### config.mk
export PLATFORM = sky130hd
export DESIGN_NAME = fte_ctrl
export DESIGN_NICKNAME = d
export VERILOG_FILES = /design/src/fte_pkg.sv /design/src/fte_ctrl.sv
export VERILOG_INCLUDE_DIRS = /design/src /design/src/src
export SDC_FILE = /design/constraint.sdc
export NUM_CORES = 1
export LEC_CHECK = 0
export BUFFER_PORTS_ARGS = -buffer_cell sky130_fd_sc_hd__buf_2
export CAP_MARGIN = 40
export CORE_AREA = 2 2 39 41
export DETAILED_ROUTE_END_ITERATION = 10
export DIE_AREA = 0 0 41 43
export SYNTH_ARGS = -nofsm -noshare
export SYNTH_HDL_FRONTEND = slang
export SYNTH_SLANG_ARGS = --single-unit
### constraint.sdc
create_clock -name clk -period 1.4 [get_ports clk]
set_input_delay 0.21 -clock clk [delete_from_list [all_inputs] [get_ports clk]]
set_output_delay 0.21 -clock clk [all_outputs]
set_load 0.02 [all_outputs]
### src/fat_table_entry_engine_assert.svh
// ----------------------------------------------------------------------------
// fat_table_entry_engine_assert.svh
// Assertion macros used by the FAT table entry engine controller.
// ----------------------------------------------------------------------------
`ifndef FAT_TABLE_ENTRY_ENGINE_ASSERT_SVH
`define FAT_TABLE_ENTRY_ENGINE_ASSERT_SVH

// Same-cycle implication, checked on clk, disabled while rst_n is low.
`define FTE_ASSERT_HOLDS(label, ante, cons, msg) \
    label: assert property (@(posedge clk) disable iff (!rst_n) (ante) |-> (cons)) \
        else $error(msg);

// Next-cycle implication, checked on clk, disabled while rst_n is low.
`define FTE_ASSERT_NEXT(label, ante, cons, msg) \
    label: assert property (@(posedge clk) disable iff (!rst_n) (ante) |=> (cons)) \
        else $error(msg);

`endif

### src/fte_pkg.sv
// ----------------------------------------------------------------------------
// fte_pkg
// Types, codes and constants shared by the FAT table entry engine.
// ----------------------------------------------------------------------------
package fte_pkg;

    localparam int FTE_TABLE_SIZE_DEFAULT = 65536;

    localparam int CLUSTER_W   = 28;
    localparam int ENTRY_W     = 28;
    localparam int STATUS_W    = 3;
    localparam int MODE_W      = 2;
    localparam int CFG_DATA_W  = 28;
    localparam int CFG_INDEX_W = 1;
    localparam int IN_DATA_W   = 56;
    localparam int OUT_DATA_W  = 32;

    localparam logic [MODE_W-1:0]    MODE_RESET        = 2'd1;
    localparam logic [CLUSTER_W-1:0] MAX_CLUSTER_RESET = 28'd2;

    localparam logic [ENTRY_W-1:0] EOC_FAT12 = 28'h0000FF8;
    localparam logic [ENTRY_W-1:0] EOC_FAT16 = 28'h000FFF8;
    localparam logic [ENTRY_W-1:0] EOC_FAT32 = 28'hFFFFFF8;

    typedef enum logic [1:0] {
        PK_FAT12 = 2'd0,
        PK_FAT16 = 2'd1,
        PK_FAT32 = 2'd2
    } pack_t;

    typedef enum logic [STATUS_W-1:0] {
        ST_NEXT  = 3'd0,
        ST_EOC   = 3'd1,
        ST_BAD   = 3'd2,
        ST_WROTE = 3'd3,
        ST_RANGE = 3'd4
    } status_t;

    typedef enum logic [CFG_INDEX_W-1:0] {
        CFG_FAT_WIDTH_MODE = 1'b0,
        CFG_MAX_CLUSTER    = 1'b1
    } cfg_index_t;

    typedef enum logic [3:0] {
        S_CLEAR   = 4'd0,
        S_IDLE    = 4'd1,
        S_CHECK   = 4'd2,
        S_READ    = 4'd3,
        S_RDWAIT  = 4'd4,
        S_PREREAD = 4'd5,
        S_PREWAIT = 4'd6,
        S_WRITE   = 4'd7,
        S_FINISH  = 4'd8
    } state_t;

    // Controller to datapath commands.
    typedef struct packed {
        logic clear_step;  // write zero at the clear pointer, advance it
        logic load;        // capture the accepted item, rewind the byte index
        logic check;       // latch byte offset and range verdict
        logic rd_issue;    // read one table byte
        logic use_pre;     // read the byte kept by a merge write
        logic mem_we;      // write one byte of the merged entry
        logic idx_inc;     // advance the byte index
        logic out_load;    // load the result register
    } cmd_t;

    // Datapath to controller status.
    typedef struct packed {
        logic  clear_last;  // clear pointer on the last byte
        logic  range_chk;   // item out of range (valid in S_CHECK)
        logic  range_hit;   // latched out-of-range verdict
        logic  is_write;    // current item is a write
        pack_t pack;        // decoded entry packing
        logic  idx_last;    // byte index on the last byte of the entry
        logic  out_full;    // result register holds an item not taken
    } stat_t;

endpackage

### src/fte_ctrl.sv
// ----------------------------------------------------------------------------
// fte_ctrl
// Sequencer for the table clearing pass and the byte steps of each access.
// ----------------------------------------------------------------------------
`include "fat_table_entry_engine_assert.svh"

module fte_ctrl (
    input  logic           clk,
    input  logic           rst_n,
    input  logic           s_tvalid,
    output logic           s_tready,
    output fte_pkg::cmd_t  cmd,
    input  fte_pkg::stat_t stat
);

    fte_pkg::state_t state_reg;
    fte_pkg::state_t state_next;

    always_ff @(posedge clk or negedge rst_n)
    begin
        if (!rst_n)
            state_reg <= fte_pkg::S_CLEAR;
        else
            state_reg <= state_next;
    end

    always_comb
    begin
        state_next = state_reg;
        case (state_reg)
            fte_pkg::S_CLEAR:
                if (stat.clear_last)
                    state_next = fte_pkg::S_IDLE;
            fte_pkg::S_IDLE:
                if (s_tvalid)
                    state_next = fte_pkg::S_CHECK;
            fte_pkg::S_CHECK:
            begin
                if (stat.range_chk)
                    state_next = fte_pkg::S_FINISH;
                else if (!stat.is_write)
                    state_next = fte_pkg::S_READ;
                else if (stat.pack == fte_pkg::PK_FAT16)
                    state_next = fte_pkg::S_WRITE;
                else
                    state_next = fte_pkg::S_PREREAD;
            end
            fte_pkg::S_READ:
                if (stat.idx_last)
                    state_next = fte_pkg::S_RDWAIT;
            fte_pkg::S_RDWAIT:
                state_next = fte_pkg::S_FINISH;
            fte_pkg::S_PREREAD:
                state_next = fte_pkg::S_PREWAIT;
            fte_pkg::S_PREWAIT:
                state_next = fte_pkg::S_WRITE;
            fte_pkg::S_WRITE:
                if (stat.idx_last)
                    state_next = fte_pkg::S_FINISH;
            fte_pkg::S_FINISH:
                if (!stat.out_full)
                    state_next = fte_pkg::S_IDLE;
            default:
                state_next = fte_pkg::S_CLEAR;
        endcase
    end

    always_comb
    begin
        cmd      = '0;
        s_tready = 1'b0;
        case (state_reg)
            fte_pkg::S_CLEAR:
                cmd.clear_step = 1'b1;
            fte_pkg::S_IDLE:
            begin
                s_tready = 1'b1;
                cmd.load = s_tvalid;
            end
            fte_pkg::S_CHECK:
                cmd.check = 1'b1;
            fte_pkg::S_READ:
            begin
                cmd.rd_issue = 1'b1;
                cmd.idx_inc  = 1'b1;
            end
            fte_pkg::S_PREREAD:
            begin
                cmd.rd_issue = 1'b1;
                cmd.use_pre  = 1'b1;
            end
            fte_pkg::S_WRITE:
            begin
                cmd.mem_we  = 1'b1;
                cmd.idx_inc = 1'b1;
            end
            fte_pkg::S_FINISH:
                cmd.out_load = !stat.out_full;
            default:
                cmd = '0;
        endcase
    end

    `FTE_ASSERT_HOLDS(a_out_load_free, cmd.out_load, !stat.out_full, "result overwritten")
    `FTE_ASSERT_HOLDS(a_write_in_range, cmd.mem_we, !stat.range_hit, "write out of range")
    `FTE_ASSERT_NEXT(a_read_then_wait, cmd.rd_issue, !cmd.mem_we, "write after read issue")

endmodule

### Word-level counts from Yosys, hierarchy flattened

Cells that the tools add are included.

* bits in registers: 4
* latch bits: 0
* bits in writable memories: 0
* bits in read-only memories: 0
* output and inout port bits: 9
* memories kept: 0

* $add $sub $neg: 0
* multiply operators: 0
* div/mod/pow operators: 0
* order comparisons: 0
* eq/ne operators: 14
* shift-type cells: 0
* muxes and demuxes: 18
* bitwise gates (word level): 0
* reductions and logical operators: 5

Operators with widths (count)
* $pmux W4 S9: 1
* $mux W4: 6
* $eq A4 B3 Y1 const B: 4
* $ne A2 B2 Y1 const B: 5
* $mux W1: 9
* $eq A4 B2 Y1 const B: 2
* $reduce_and A5 Y1: 1
* $eq A4 B1 Y1 const B: 1
* $eq A4 B4 Y1 const B: 1
* $logic_not A4 Y1: 1
* $reduce_or A2 Y1: 2
* $mux W3: 1
* $eq A2 B1 Y1 const B: 1
* $mux W2: 1
* $logic_not A1 Y1: 1

### Depth between registers and ports, before layout

Gate-level depths: netlist of the first run.

* depth in word-level cells: 5
* mapped depth: 5
* mapped depth without buffers: 4

### Least setup slack after synthesis of the first run

Ideal clock, no wire load.

* kind: reg2out
* start point: register state_reg[2]
* end point: output cmd[6] (netlist bit)
* arrival time: 1.499 ns
* required time: 1.190 ns
* slack: -0.309 ns
* stages on the path, launching flop included: 5
* buffers on the path: 2
* cell sequence: dfrtp_1 -> buf_6 -> buf_2 -> nor3_1 -> and2_1

RTL lines
* start: declaration: RTL line fte_ctrl.sv:16 `fte_pkg::state_t state_reg;`
* start signal: assignment: RTL line fte_ctrl.sv:22 `state_reg <= fte_pkg::S_CLEAR;`
* start signal: assignment: RTL line fte_ctrl.sv:24 `state_reg <= state_next;`
* end: declaration: RTL line fte_ctrl.sv:12 `output fte_pkg::cmd_t cmd,`

==> results.sh, run 1 <==
export IMPL_report_final_setup_viol=7
export IMPL_largest_reg_flops=4
export IMPL_synth_cell_type_count=26
export IMPL_first_pass_iters=4
export IMPL_grt_overflow=0
export IMPL_syn_nets=65
export IMPL_finalWirelength_mm=1.36
export IMPL_worstSkewPairLatency_ns=0.23
export IMPL_place_ws_ns=0.00903
export IMPL_grt_pass1_vias=511
export IMPL_synth_largest_area_cell="dfrtp_1"
export IMPL_die_h_um=43
export IMPL_grt_max_degree=8
export IMPL_row_count=14
export IMPL_rsz0062_at_grt="yes"
export IMPL_dpl_hpwl_um=788
export IMPL_fin_crit_ns=1.49
export IMPL_gp_congestion=0.704
export IMPL_cts_tree="done"
export IMPL_violations="negative setup slack"
export IMPL_clock_sinks=4
export IMPL_ioPinCount=20
export IMPL_grt_use_total=0.166
export IMPL_path_class="reg -> out"
export IMPL_setup_ws_ns=-0.0933
export IMPL_vias_per_cell=4.93
export IMPL_crit_required_ns=1.19
export IMPL_final_util=0.621
export IMPL_ys_async_sr_fraction=1.00
export IMPL_initial_core_util=0.299
export IMPL_critPathCaptureType="output port"
export IMPL_max_slew_margin_rel=0.860
export IMPL_die_w_um=41
export IMPL_grt_pass1_wl_mm=1.98
export IMPL_vdd_drop_max_uv=1070
export IMPL_dieArea_sq_um=1760
export IMPL_wl_per_cell_um=12.9
export IMPL_io_buffers=18
export IMPL_syn_area_sq_um=414
export IMPL_cellLeakagePower_nw=0.388
export IMPL_drive_gt1_frac=0.674
export IMPL_synth_edf_count=0
export IMPL_finalHoldViolations=0
export IMPL_num_antenna_cells=0
export IMPL_avgSynthCellArea_sq_um=7.67
export IMPL_critical_path_arrival_ns=1.28
export IMPL_critPathMaxFanout=4
export IMPL_maxCapViolCount=0
export IMPL_ys_warnings_count=0
export IMPL_yosysSeqAreaShare=0.242
export IMPL_clk_pin_slew_ns=0.04
export IMPL_synth_top_area_share=0.242
export IMPL_timing_final_crit_share=1.07
export IMPL_fin_nets=102
export IMPL_synthFlopType="dfrtp_1"
export IMPL_htree_levels=1
export IMPL_worstSetupStartpointType="register"
export IMPL_drv_slew=0
export IMPL_hp_class="in -> reg"
export IMPL_clock_path_buffers=2
export IMPL_core_region_area_sq_um=1380
export IMPL_synth_commonest_cells="dfrtp_1 (4), nand2b_1 (4)"
export IMPL_synth_seq_cells=4
export IMPL_grt_antenna_before_repair=0
export IMPL_drt_iter0_drc=3
export IMPL_drc=0
export IMPL_synth_cells=54
export IMPL_worst_clock_skew_ns=0.00236
export IMPL_num_vias=518
export IMPL_clockRootBuffer="clkbuf_4"
export IMPL_antenna_left=0
export IMPL_max_freq_mhz=670
export IMPL_syn2layout_area_growth_pct=108
export IMPL_ys_top_cells_by_area="dfrtp_1 (24%), nand2b_1 (6.0%), nor3_2 (4.8%)"
export IMPL_worstMarginPinSlew_ns=0.209
export IMPL_status="complete, but fails checks"
export IMPL_numCtsBuffers=3
export IMPL_p_per_area_nw_per_um2=2470
worst paths after layout:
kind	from	slack [ns]	cells past startpoint	end
min in group asynchronous	rst_n	0.31	2	state_reg[3]
max in group asynchronous	rst_n	0.96	2	state_reg[2]
worst min-delay path	stat[0]	0.24	3	state_reg[3]
worst max register to register	state_reg[1]	0.01	5	state_reg[2]
worst max-delay path	state_reg[1]	-0.09	4	cmd[6]
worst min register to register	state_reg[2]	0.72	2	state_reg[2]
what timing repair did:
action / CTS / global route
hold buffers: 1 / 0
setup buffers: 6 / 1
pin swaps: 7 / 4
hold endpoints to repair: 4 / 0
resized for setup: 23 / 19
endpoints found under the setup margin: 9 / 10
through the flow:
step	cells	setup TNS, ns	hold WS (ns)	power [mW]	area, sq um
CTS	104	-0.189	0.240	1.80	754
global route	105	-0.828	0.274	2.26	860
finish	105	-0.330	0.244	2.12	860
global placement	94	0	0.0153	1.28	576
floorplan	54	-0.379	-0.0856	0.944	419
detailed placement	94	0	0.0176	1.29	576
layer usage:
metal  global-route usage  part of all wire  wire length (um)  vias to the layer above
met1                0.185              0.38               513                      246
met2                0.291              0.60               807                       11
met5                    0                 0                 0                        -
li1                     -                 -                 -                      261
met3               0.0314             0.025                34                        0
met4               0.0600                 0                 0                        0
power by group:
group          switching, mW  internal (mW)
clock network         0.0416         0.0955
registers             0.0945          0.179
logic                  0.787          0.926
total                  0.923           1.20
layout by cell type, fill, tap and decap left out:
| master | instances |
|---|---|
| a211oi_1 | 1 |
| a21oi_1 | 3 |
| a32oi_1 | 1 |
| and2_4 | 1 |
| and3_4 | 2 |
| buf_12 | 2 |
| buf_2 | 10 |
| buf_4 | 12 |
| buf_6 | 12 |
| clkbuf_4 | 3 |
| dfrtp_1 | 1 |
| dfrtp_2 | 3 |
| dlygate4sd3_1 | 1 |
| inv_1 | 2 |
| inv_4 | 1 |
| mux2_4 | 1 |
| nand2_1 | 2 |
| nand2_2 | 1 |
| nand2b_1 | 2 |
| nand2b_4 | 2 |
| nand3_1 | 2 |
| nand3_2 | 1 |
| nor2_1 | 2 |
| nor2b_1 | 2 |
| nor2b_4 | 1 |
| nor3_1 | 1 |
| nor3_4 | 4 |
| nor3b_1 | 1 |
| nor4_4 | 2 |
| o21ai_0 | 3 |
| o21ai_1 | 2 |
| o21ai_2 | 2 |
| or3b_1 | 1 |
| xnor2_1 | 2 |
cell families (layout without fill, tap and decap cells):
| group | after synthesis | after routing | synth area share |
|---|---|---|---|
| AND/OR/NAND/NOR | 27 | 27 | 0.387 |
| buffers and inverters | 8 | 43 | 0.115 |
| AO/OA/AOI/OAI | 12 | 12 | 0.178 |
| flip-flops | 4 | 4 | 0.242 |
| XOR/XNOR | 2 | 2 | 0.0423 |
| multiplexers | 1 | 1 | 0.0362 |
worst max-delay path, stage by stage, from the launching register on:
cell and delay, ns:
dfrtp_2 0.44, buf_6 0.15, nor3_4 0.19, and2_4 0.17
buf_6 0.10
layout make-up:
| cell class | count | area, sq um |
|---|---|---|
| fillers | 135 | 524 |
| inverters | 3 | 13.8 |
| repair buffers | 37 | 325 |
| multi-input cells | 42 | 374 |
| clock buffers | 3 | 22.5 |
| flip-flops and latches | 4 | 104 |
| well taps | 16 | 20.0 |
Note: power is estimated with default switching activity, not from simulation.
==> run 2: changes to the inputs <==
--- a/config.mk
+++ b/config.mk
@@ -8,9 +8,11 @@
 export LEC_CHECK = 0
 export BUFFER_PORTS_ARGS = -buffer_cell sky130_fd_sc_hd__buf_2
 export CAP_MARGIN = 40
-export CORE_AREA = 2 2 39 41
+export CELL_PAD_IN_SITES_DETAIL_PLACEMENT = 1
+export CELL_PAD_IN_SITES_GLOBAL_PLACEMENT = 2
+export CORE_UTILIZATION = 22
 export DETAILED_ROUTE_END_ITERATION = 10
-export DIE_AREA = 0 0 41 43
+export PLACE_DENSITY_LB_ADDON = 0.1
 export SYNTH_ARGS = -nofsm -noshare
 export SYNTH_HDL_FRONTEND = slang
 export SYNTH_SLANG_ARGS = --single-unit
==> run 2 against run 1 <==
Against the previous run:
- the run still ends with negative setup slack left
- clock-buffer cell count unchanged
- fmax down 0.31%
- routed wire length increased by 21%
- first-iteration DRC count is 130% higher
- sequential power rose by 1%
- total power grew 7.0%
- hold slack gained 0.0088 ns
- worst setup slack lost 0.0047 ns
- via count up 7.7%
- die area increased by 17%
- critical path type unchanged
- critical endpoint unchanged
==> results.sh, run 2 (synthesis gave the netlist of run 1 again) <==
export IMPL_status="complete, but fails checks"
export IMPL_violations="negative setup slack"
export IMPL_initial_core_util=0.237
export IMPL_numCtsBuffers=3
export IMPL_setup_ws_ns=-0.0980
export IMPL_fin_nets=111
export IMPL_core_region_area_sq_um=1750
export IMPL_drv_slew=0
export IMPL_path_class="reg -> out"
export IMPL_grt_max_degree=7
export IMPL_maxCapViolCount=0
export IMPL_worstSkewPairLatency_ns=0.23
export IMPL_dpl_hpwl_um=905
export IMPL_max_freq_mhz=668
export IMPL_final_cell_area_sq_um=912
export IMPL_timing_final_crit_share=1.07
export IMPL_grt_overflow=0
export IMPL_clockRootBuffer="clkbuf_4"
export IMPL_worstSetupStartpointType="register"
export IMPL_die_w_um=45.4
export IMPL_fin_crit_ns=1.50
export IMPL_syn2layout_area_growth_pct=120
export IMPL_grt_use_total=0.171
export IMPL_ioPinCount=20
export IMPL_vias_per_cell=4.54
export IMPL_drt_iter0_drc=7
export IMPL_grt_pass1_vias=552
export IMPL_p_per_area_nw_per_um2=2490
export IMPL_worstMarginPinSlew_ns=0.274
export IMPL_critical_path_arrival_ns=1.29
export IMPL_fin_tns_setup_ns=-0.420
export IMPL_row_count=15
export IMPL_antenna_left=0
export IMPL_rsz0062_at_grt="yes"
export IMPL_fillers=219
export IMPL_critPathMaxFanout=5
export IMPL_placed_cell_area_sq_um=602
export IMPL_largest_reg_flops=4
export IMPL_drc=0
export IMPL_clock_sinks=4
export IMPL_drive_gt1_frac=0.724
export IMPL_crit_required_ns=1.19
export IMPL_gp_congestion=0.740
export IMPL_final_common_cell="buf_4"
export IMPL_vdd_drop_max_uv=942
export IMPL_final_cell_mix="buf_4 (24), buf_6 (12), buf_2 (9)"
export IMPL_first_pass_iters=3
export IMPL_critPathCaptureType="output port"
export IMPL_io_buffers=18
export IMPL_report_final_setup_viol=9
export IMPL_htree_levels=1
export IMPL_clk_pin_slew_ns=0.04
export IMPL_finalWirelength_mm=1.64
export IMPL_grt_antenna_before_repair=0
export IMPL_hp_class="in -> reg"
export IMPL_num_vias=558
export IMPL_clock_path_buffers=2
export IMPL_worst_clock_skew_ns=0.00246
export IMPL_max_slew_margin_rel=0.817
export IMPL_die_h_um=45.4
export IMPL_grt_pass1_wl_mm=2.46
export IMPL_cellLeakagePower_nw=0.419
export IMPL_dieArea_sq_um=2060
export IMPL_final_util=0.523
export IMPL_num_antenna_cells=0
export IMPL_wl_per_cell_um=13.3
export IMPL_finalHoldViolations=0
export IMPL_cts_tree="done"
run 2: worst paths after layout:
kind	cells past startpoint	slack (ns)	end	startpoint
worst max-delay path	4	-0.1	cmd[6]	state_reg[1]
worst min-delay path	3	0.25	state_reg[3]	stat[0]
worst max register to register	5	-0.05	state_reg[2]	state_reg[1]
worst min register to register	2	0.65	state_reg[3]	state_reg[3]
max in group asynchronous	2	0.94	state_reg[0]	rst_n
min in group asynchronous	2	0.33	state_reg[2]	rst_n
run 2: metrics by stage:
step / worst slack (ns) / hold slack [ns] / cells / total power, mW
6_report: -0.0980 / 0.253 / 123 / 2.27
5_1_grt: -0.139 / 0.264 / 123 / 2.42
4_1_cts: -0.0886 / 0.244 / 119 / 1.98
3_3_place_gp: 0.00913 / 0.0150 / 105 / 1.37
3_5_place_dp: -0.000835 / 0.0180 / 105 / 1.37
2_1_floorplan: -0.141 / -0.0856 / 54 / 0.944
run 2: cell type report:
class	instances	area [sq um]	share of cell area
Timing Repair Buffer	46	370	0.406
Multi-Input combinational cell	42	369	0.405
Sequential cell	4	105	0.115
Tap cell	25	31.3	0.0343
Clock buffer	3	22.5	0.0247
Inverter	3	13.8	0.0151
run 2: report_power, final:
| group | leakage, nW | switching (mW) | internal, mW |
|---|---|---|---|
| clock network | 0.0138 | 0.0443 | 0.0957 |
| registers | 0.0459 | 0.0958 | 0.182 |
| logic | 0.359 | 0.831 | 1.02 |
run 2: critical path, stage by stage, from the launching register on:
cell and delay (ns):
dfrtp_2 0.44, buf_6 0.16, nor3_4 0.18, and2_1 0.14, buf_4 0.13
run 2: timing repair:
action                     4_1_cts  5_1_grt
gates cloned                     0        0
pin swaps                        6        6
hold buffers                     1        0
hold endpoints to repair         4        0
setup buffers                   11        4
setup endpoints to repair       10       11
gates resized for setup         28       15
run 2: per-layer routing:
layer	up-vias	share of wire	track usage
met4	0	0	0.0545
met3	0	0.030	0.0476
met5	-	0	0
li1	278	-	-
met1	268	0.42	0.201
met2	12	0.55	0.297
==> run 3: changes to the inputs <==
--- a/config.mk
+++ b/config.mk
@@ -6,11 +6,12 @@
 export SDC_FILE = /design/constraint.sdc
 export NUM_CORES = 1
 export LEC_CHECK = 0
+export ABC_AREA = 1
 export BUFFER_PORTS_ARGS = -buffer_cell sky130_fd_sc_hd__buf_2
 export CAP_MARGIN = 40
 export CELL_PAD_IN_SITES_DETAIL_PLACEMENT = 1
 export CELL_PAD_IN_SITES_GLOBAL_PLACEMENT = 2
-export CORE_UTILIZATION = 22
+export CORE_UTILIZATION = 20
 export DETAILED_ROUTE_END_ITERATION = 10
 export PLACE_DENSITY_LB_ADDON = 0.1
 export SYNTH_ARGS = -nofsm -noshare
==> run 3 against run 2 <==
Against the previous run:
- synthesized area is 1.5% lower
- non-clock buffer count is 14 lower
- largest cell class is now multi-input combinational cells
- cell count is 0.81% higher
- clock power hardly changed
- clock-buffer cell count stayed put
- sequential share of layout area is 2.3 points higher
- synthesized cell count is 19% higher
- the run now ends clean
- total power is 22% lower
- die area is 8.0% higher
- combinational power is 28% lower
- flip-flop and latch count stayed put
==> results.sh, run 3 <==
export IMPL_fin_crit_ns=1.40
export IMPL_fillers=255
export IMPL_final_util=0.412
export IMPL_synthFlopType="dfrtp_1"
export IMPL_numCtsBuffers=3
export IMPL_grt_use_total=0.136
export IMPL_seqPwrFrac=0.161
export IMPL_whs_endpoint="state_reg[2]"
export IMPL_synth_simple_area_share=0.571
export IMPL_grt_max_degree=7
export IMPL_worst_clock_skew_ns=0.00109
export IMPL_drc=0
export IMPL_p_int_mw=0.883
export IMPL_multi_input_area_sq_um=307
export IMPL_worstRegToRegCells=8
export IMPL_crit_reg2reg_launch="state_reg[2]"
export IMPL_finalHoldViolations=0
export IMPL_ioPinCount=20
export IMPL_syn_area_sq_um=408
export IMPL_vdd_drop_max_uv=852
export IMPL_critPathMaxFanout=6
export IMPL_ys_warnings_count=0
export IMPL_p_sw_mw=0.885
export IMPL_row_count=15
export IMPL_synth_top_family_by_area="simple AND/OR/NAND/NOR gates"
export IMPL_cts_tree="done"
export IMPL_status="completed"
export IMPL_synth_largest_area_cell="dfrtp_1"
export IMPL_grt_pass1_vias=515
export IMPL_ys_top_cells_by_area="dfrtp_1 (25%), nand2_1 (11%), inv_1 (10%)"
export IMPL_p_sw_frac=0.501
export IMPL_worstSkewPairLatency_ns=0.23
export IMPL_antenna_left=0
export IMPL_power_mw=1.77
export IMPL_synth_seq_cells=4
export IMPL_fin_tns_setup_ns=0
export IMPL_synth_edf_count=0
export IMPL_grt_overflow=0
export IMPL_dieArea_sq_um=2220
export IMPL_r2r_slack_ns=0.07
export IMPL_vias_per_cell=4.39
export IMPL_comb_power_share=0.759
export IMPL_htree_levels=1
export IMPL_maxCapViolCount=0
export IMPL_clockRootBuffer="clkbuf_4"
export IMPL_num_antenna_cells=0
export IMPL_drv_slew=0
export IMPL_die_w_um=47.2
export IMPL_synth_commonest_cells="nand2_1 (12), inv_1 (11), nor2_1 (8)"
export IMPL_hold_path_depth=4
export IMPL_syn2layout_area_growth_pct=83.7
export IMPL_die_h_um=47.2
export IMPL_report_final_setup_viol=0
export IMPL_wl_per_cell_um=10.6
export IMPL_io_buffers=18
export IMPL_timing_rr_end="state_reg[2]"
export IMPL_path_class="reg -> out"
export IMPL_synthMuxAreaShare=0
export IMPL_core_region_area_sq_um=1820
export IMPL_min_from="stat[1]"
export IMPL_yosysMostFrequentCell="nand2_1"
export IMPL_cellLeakagePower_nw=0.404
export IMPL_worstMarginPinSlew_ns=0.205
export IMPL_drt_iter0_drc=5
export IMPL_clockPowerShare=0.080
export IMPL_fin_nets=112
export IMPL_crit_required_ns=1.19
export IMPL_synth_cells=64
export IMPL_worstSetupStartpointType="register"
export IMPL_max_freq_mhz=716
export IMPL_finalWirelength_mm=1.31
export IMPL_initial_core_util=0.224
export IMPL_ys_async_sr_fraction=1.00
export IMPL_rsz0062_at_grt="yes"
export IMPL_timing_final_crit_share=0.998
export IMPL_clock_sinks=4
export IMPL_hp_class="in -> reg"
export IMPL_syn_nets=75
export IMPL_clk_pin_slew_ns=0.04
export IMPL_regArea_sq_um=104
export IMPL_synth_cell_type_count=17
export IMPL_final_common_cell="buf_4"
export IMPL_critical_path_arrival_ns=1.19
export IMPL_synth_xor_area_frac=0
export IMPL_grt_pass1_wl_mm=2.13
export IMPL_largest_reg_flops=4
export IMPL_max_slew_margin_rel=0.863
export IMPL_final_cell_mix="buf_4 (19), nand2_1 (12), buf_2 (9)"
export IMPL_yosysSeqAreaShare=0.245
export IMPL_grt_antenna_before_repair=0
export IMPL_synthAdderAreaFrac=0
export IMPL_p_per_area_nw_per_um2=2360
export IMPL_avgSynthCellArea_sq_um=6.37
export IMPL_dpl_hpwl_um=964
export IMPL_critPathCaptureType="output port"
export IMPL_num_vias=544
export IMPL_drive_gt1_frac=0.646
export IMPL_synth_compound_area_share=0.0644
export IMPL_gp_congestion=0.695
export IMPL_synth_top_area_share=0.245
export IMPL_clock_path_buffers=2
export IMPL_first_pass_iters=4
[run 3: cells by family (layout without fill, tap and decap cells)]
| kind of cell | Yosys count | in the layout |
|---|---|---|
| compound gates | 4 | 4 |
| flops | 4 | 4 |
| buf+inv | 13 | 48 |
| simple gates | 43 | 43 |
[run 3: cell type report]
class / count / area share
repair buffers: 32 / 0.309
well taps: 25 / 0.0417
multi-input cells: 47 / 0.409
inverters: 13 / 0.0718
flip-flops and latches: 4 / 0.139
clock buffers: 3 / 0.0301
[run 3: critical path, cell delays in order, from the launching register on]
cell	delay (ns)
dfrtp_2	0.47
nor2_4	0.12
nand2_2	0.09
nor3_2	0.11
buf_4	0.16
[run 3: per-stage QoR]
step                      hold WS (ns)  area (sq um)  setup slack (ns)  cells
after floorplan                -0.0856           408            0.0360     64
after global placement          0.0158           537            0.0798    108
after CTS                        0.254           698           -0.0140    122
final                            0.256           749           0.00295    124
after detailed placement        0.0165           537            0.0873    108
after global routing             0.274           749           -0.0581    124
[run 3: power by group through the flow]
stage / sequential (mW) / combinational (mW) / clock (mW)
2_1_floorplan: 0.231 / 0.652 / 0
3_3_place_gp: 0.246 / 0.899 / 0
3_5_place_dp: 0.248 / 0.890 / 0
4_1_cts: 0.264 / 1.20 / 0.147
5_1_grt: 0.290 / 1.46 / 0.155
6_report: 0.285 / 1.34 / 0.141
[run 3: worst max-delay path by stage]
stage                 startpoint      to  depth (start not counted)
finish              state_reg[0]  cmd[0]                          4
global route        state_reg[3]  cmd[3]                          4
CTS                 state_reg[3]  cmd[6]                          4
detailed placement  state_reg[3]  cmd[6]                          4
global placement    state_reg[3]  cmd[6]                          4
floorplan           state_reg[2]  cmd[6]                          3
[run 3: repair_timing]
item,in CTS,in global routing
setup endpoints to repair,8,10
pin swaps,2,2
gates cloned,0,0
resized for setup,19,14
hold endpoints to repair,4,0
setup buffers,10,2
hold buffers,1,0
[run 3: metal layers]
| layer | track usage | vias up | share of wire |
|---|---|---|---|
| met5 | 0 | - | 0 |
| met4 | 0 | 0 | 0 |
| met3 | 0.0462 | 0 | 0.037 |
| met2 | 0.242 | 16 | 0.47 |
| met1 | 0.169 | 256 | 0.49 |
| li1 | - | 272 | - |
